<file path="config.mk">
export PLATFORM = sky130hd
export DESIGN_NAME = rbc_ram
export DESIGN_NICKNAME = d
export VERILOG_FILES = /design/src/rtl/rbc_ram.sv
export SDC_FILE = /design/constraint.sdc
export NUM_CORES = 2
export LEC_CHECK = 0
export BUFFER_PORTS_ARGS = -buffer_cell sky130_fd_sc_hd__buf_2
export CORE_AREA = 2 2 421 423
export CTS_CLUSTER_SIZE = 28
export DETAILED_ROUTE_END_ITERATION = 8
export DIE_AREA = 0 0 423 425
export GPL_TIMING_DRIVEN = 0
export PLACE_DENSITY = 0.62
export SETUP_SLACK_MARGIN = 0.02
export SYNTH_ARGS = -nofsm -noshare
export SYNTH_HDL_FRONTEND = slang
export SYNTH_SLANG_ARGS = --single-unit
</file>
<file path="constraint.sdc">
create_clock -name clk_i -period 4 [get_ports clk_i]
set_input_delay 0.8 -clock clk_i [delete_from_list [all_inputs] [get_ports clk_i]]
set_output_delay 0.8 -clock clk_i [all_outputs]
set_load 0.02 [all_outputs]
</file>
<file path="src/rtl/rbc_ram.sv">
module rbc_ram #(
  parameter int unsigned Width = 8,
  parameter int unsigned Depth = 256
) (
  input  logic                     clk_i,
  input  logic                     en_i,
  input  logic                     we_i,
  input  logic [$clog2(Depth)-1:0] addr_i,
  input  logic [Width-1:0]         wdata_i,
  output logic [Width-1:0]         rdata_o
);

  logic [Width-1:0] mem_q [Depth];
  logic [Width-1:0] rdata_q;

  always_ff @(posedge clk_i) begin
    if (en_i) begin
      if (we_i) begin
        mem_q[addr_i] <= wdata_i;
      end
      rdata_q <= mem_q[addr_i];
    end
  end

  assign rdata_o = rdata_q;

endmodule

</file>
After elaboration in Yosys (flattened, before gate mapping)
Memories as Yosys holds them, arrays and structs flattened. A register that Yosys moved wholly into a read port is not among the register bits.
Index checks and enable logic that the tools add are counted.
{"block": "word_totals", "latch_bits": 0, "mem_count": 1, "output_inout_bits": 8, "regBits": 0, "mem_bits_rw": 2048, "rom_bits": 0, "word_cells": 4, "in_bits": 19}
{"block": "classes", "div_mod_pow": 0, "n_addsub": 0, "n_mul": 0, "shifts": 0, "bitwise_logic": 0, "reduce_logical": 0, "eq_ne": 0, "n_mux": 3, "order_cmp": 0}
{"memory": "mem_q", "depth": 256, "word_bits": 8, "rd": 1, "rd_clocked_by_memory_dff": 1, "write_ports": 1, "line": "13", "text": "logic [Width-1:0] mem_q [Depth];"}
{"op": "1-bit 2-to-1 mux", "n": 3}

Longest topological paths before layout
{"block": "logic_depth", "depth_word": 3, "ltp_mapped": 9, "mapped_depth_nobuf": 5}

Worst setup path after synthesis
No wires, ideal clock.
{"block": "synth_path", "kind": "input -> register", "startpoint": "in addr_i[0]", "endpoint": "mem mem_q[105][0], enable pin", "setup_ps": 370, "path_slack_ps": 940, "stages": 8, "n_path_buf": 5, "arrival_time_ps": 2690, "required_ps": 3630, "cell_sequence": "clkbuf_1 buf_4 buf_4 buf_2 nor3b_1 nand2_1 clkbuf_1 nor2_1"}
{"item": "start, declared", "line": "8", "text": "input logic [$clog2(Depth)-1:0] addr_i,"}
{"item": "end, declared", "line": "13"}
Straight into the memory's write port.

Worst setup path in the final report
{"block": "layout_path", "startpoint": "in addr_i[3]", "endpoint": "mem mem_q[203][3], enable pin"}
Straight into the memory's write port.

==> summary.md <==
| Metric | Value |
|---|---|
| Status | finished, violations left |
| Violated checks | setup timing |
| Pleak | 26.6 nW |
| Layout cells sized above 1 | 26.8% |
| Worst r2r dst | rdata_o[7]$_DFFE_PP_ |
| Top Ports | 27 |
| FF-to-FF Start | mem_q[174][7]$_DFFE_PP_ |
| Synth Instances | 3525 |
| Worst path arrival time | 4670 ps |
| Port bufs | 24 |
| Register bit total from synthesis | 2056 |
| Post-route ant nets | 0 |
| Relative slew slack | 15.1% |
| Seq/Total Area, Yosys | 78.8% |
| Yosys top cell area share | 78.8% |
| Cell variety after synth | 21 |
| Worst skew pair latency | 840 ps |
| Clock Skew | 44.5 ps |
| Most common cell after layout, fill and taps aside | edfxtp_1 |
| Total GRT Usage | 23.8% |
| WL/cell | 34.1 µm |
| Syn Area/Cell | 22.2 µm² |
| Final Non-Filler Cells | 6290 |
| GRT Residual Overflow | 0 |
| CTS Root Cell | clkbuf_16 |
| Final setup violation count | 141 |
| Synth warn | 0 |
| Worst reg-to-reg setup slack | 810 ps |
| Detailed Place HPWL | 136 mm |
| Worst VDD drop | 0.442 mV |
| Hold Fails Final Rpt | 0 |
| Final setup margin | -243 ps |
| CP Class | input pin to register |
| Sw power | 9.66 mW |
| TritonCTS sink count | 2056 |
| Final core occ | 50.6% |
| Final #Nets | 3793 |
| Clock tree buffer depth | 3 |
| CP Launch Type | input pin |
| Combinational share of power | 4.8% |
| Slew @ Worst Pin | 1270 ps |
| Global-route wire length before repair | 297 mm |
| Post-CTS setup buffer count | 0 |
| Min-Delay Startpoint | en_i |
| Post-DR vias/cell | 6.14 |
| Row Count | 154 |
| Max FO, Critical Path | 10 |
| Syn_nets | 3544 |
| Reg power frac | 54.0% |
| Clock transition at path regs | 60 ps |
| Worst EP required | 4430 ps |
| Drc violations | 0 |
| Area grow syn2layout | 13.3% |
| DR pass1 iterations | 5 |
| Met2 Resource Use GR | 36.0% |
| Pin count of the biggest net entering global routing | 163 |
| H-tree level count | 4 |
| Initial antenna violation count | 15 |
| Die area | 0.180 mm² |
| RSZ-0062 raised after global routing | yes |
| Placer congestion estimate | 0.977 |
| Pwr dens | 495 mW/mm² |
| Commonest cells after routing, fill and taps aside | 2056 x edfxtp_1, 512 x mux4_2, 256 x a22oi_1 |
| Worst setup path start | addr_i[3] |
| Final max-slew violation count | 0 |
| Clock share of power | 41.1% |
| Tot Pwr | 44.0 mW |
| Max_cap viols | 0 |
| Crit path capture type | register |
| CTS tree | built |
| Min-delay worst type | input pin to register |
| Met1 Use GR | 32.5% |
| Hold-critical path depth | 1 |
| GR peak layer | met2 |
| GR Layer Usage met3 | 6.90% |
| Cts hold-fix bufs | 0 |
| CORE AREA | 0.175 mm² |
| P_int | 34.3 mW |
| Die Y | 425 µm |
| Vias in the first global route | 38643 |
| Worst Reg-to-Reg Cells | 5 |
| Dpl cells | 5913 |
| Largest area contributor in the netlist | edfxtp_1 |
| Final Cycle Share | 106% |
| Sw frac | 22.0% |
| Initial Util | 44.7% |
| Total routed wirelength | 214 mm |
| Num CTS Buffers | 200 |
| Initial DRC Count | 5760 |
| Fmax | 0.236 GHz |
| Die X | 423 µm |
| Min Tclk post-route | 4240 ps |
| Vias post-DR | 38651 |
| Top cells by area, synth | edfxtp_1 79%, mux4_2 15%, a22oi_1 2.5% |
| Crit path capture | mem_q[203][3]$_DFFE_PP_ |
| Syn Std Cell Area | 0.0784 mm² |
area by class of cell:
type	count	area, µm²
Clock buffer	241	5160
Sequential cell	2056	61700
Antenna cell	6	15.0
Tap cell	2340	2930
Timing Repair Buffer	48	786
Multi-Input combinational cell	1244	16000
Fill cell	13839	86600
Clock inverter	131	1060
Buffer	224	1050
registers in the layout (all words and copies together) (netlist names):
signal and count:
mem_q 2048, rdata_o 8
worst max-delay path: stages:
cell and delay, ps:
buf_2 130, nor2b_1 130, clkbuf_1 550, clkbuf_4 540, buf_1 500, nand2_2 530, clkbuf_2 450, buf_12 270
nor2_1 700
worst min-delay path by stage:
stage,endpoint,slack [ps]
after CTS,rdata_o[7]$_DFFE_PP_,280
final,rdata_o[4]$_DFFE_PP_,340
after global placement,rdata_o[7]$_DFFE_PP_,1170
after detailed placement,rdata_o[3]$_DFFE_PP_,1190
after floorplan,rdata_o[0]$_DFFE_PP_,900
after global routing,rdata_o[4]$_DFFE_PP_,310
power by group through the flow:
stage	Sequential (mW)	Combinational, mW	Clock, mW
floorplan	24.2	1.02	0
global placement	24.3	2.01	0
detailed placement	24.2	2.10	0
CTS	23.7	2.11	18.3
global route	23.7	2.21	19.1
finish	23.7	2.13	18.1
cell usage after synthesis:
library cell / count
a21oi_1: 128
a22oi_1: 256
and2_1: 2
and4_1: 1
buf_1: 23
buf_2: 39
buf_4: 12
buf_6: 8
clkbuf_1: 143
edfxtp_1: 2056
mux4_2: 512
nand2_1: 30
nand2b_1: 2
nand3_1: 4
nand4_1: 8
nor2_1: 259
nor2b_1: 6
nor3_1: 1
nor3b_1: 2
o41ai_1: 32
or2_2: 1
kinds of logic after synthesis:
| logic type | share of synthesized area (%) |
|---|---|
| compound gates | 3.63 |
| buf+inv | 1.27 |
| simple gates | 1.60 |
| mux | 14.7 |
| flops | 78.8 |
metrics by stage:
stage / area (µm²) / hold slack, ps / TNS (ps) / setup slack, ps
2_1_floorplan: 78400 / 896 / 0 / 940
3_3_place_gp: 81400 / 1170 / -6431450 / -2680
3_5_place_dp: 82100 / 1190 / -2770120 / -2110
4_1_cts: 88600 / 283 / -1020 / -45.6
5_1_grt: 88700 / 306 / -16110 / -179
6_report: 88800 / 339 / -15520 / -243
routing by layer:
layer | vias up | wire (µm) | part of all wire (%)
li1 | 15520 | - | -
met1 | 20727 | 82700 | 39
met2 | 1965 | 98900 | 46
met3 | 427 | 22700 | 11
met4 | 12 | 9810 | 4.6
met5 | - | 165 | 0.077
what timing repair did:
action,4_1_cts,5_1_grt
pin swaps,0,0
resized for setup,116,48
endpoints found under the setup margin,1720,537
No activity file was read; power rests on OpenSTA's default activity.
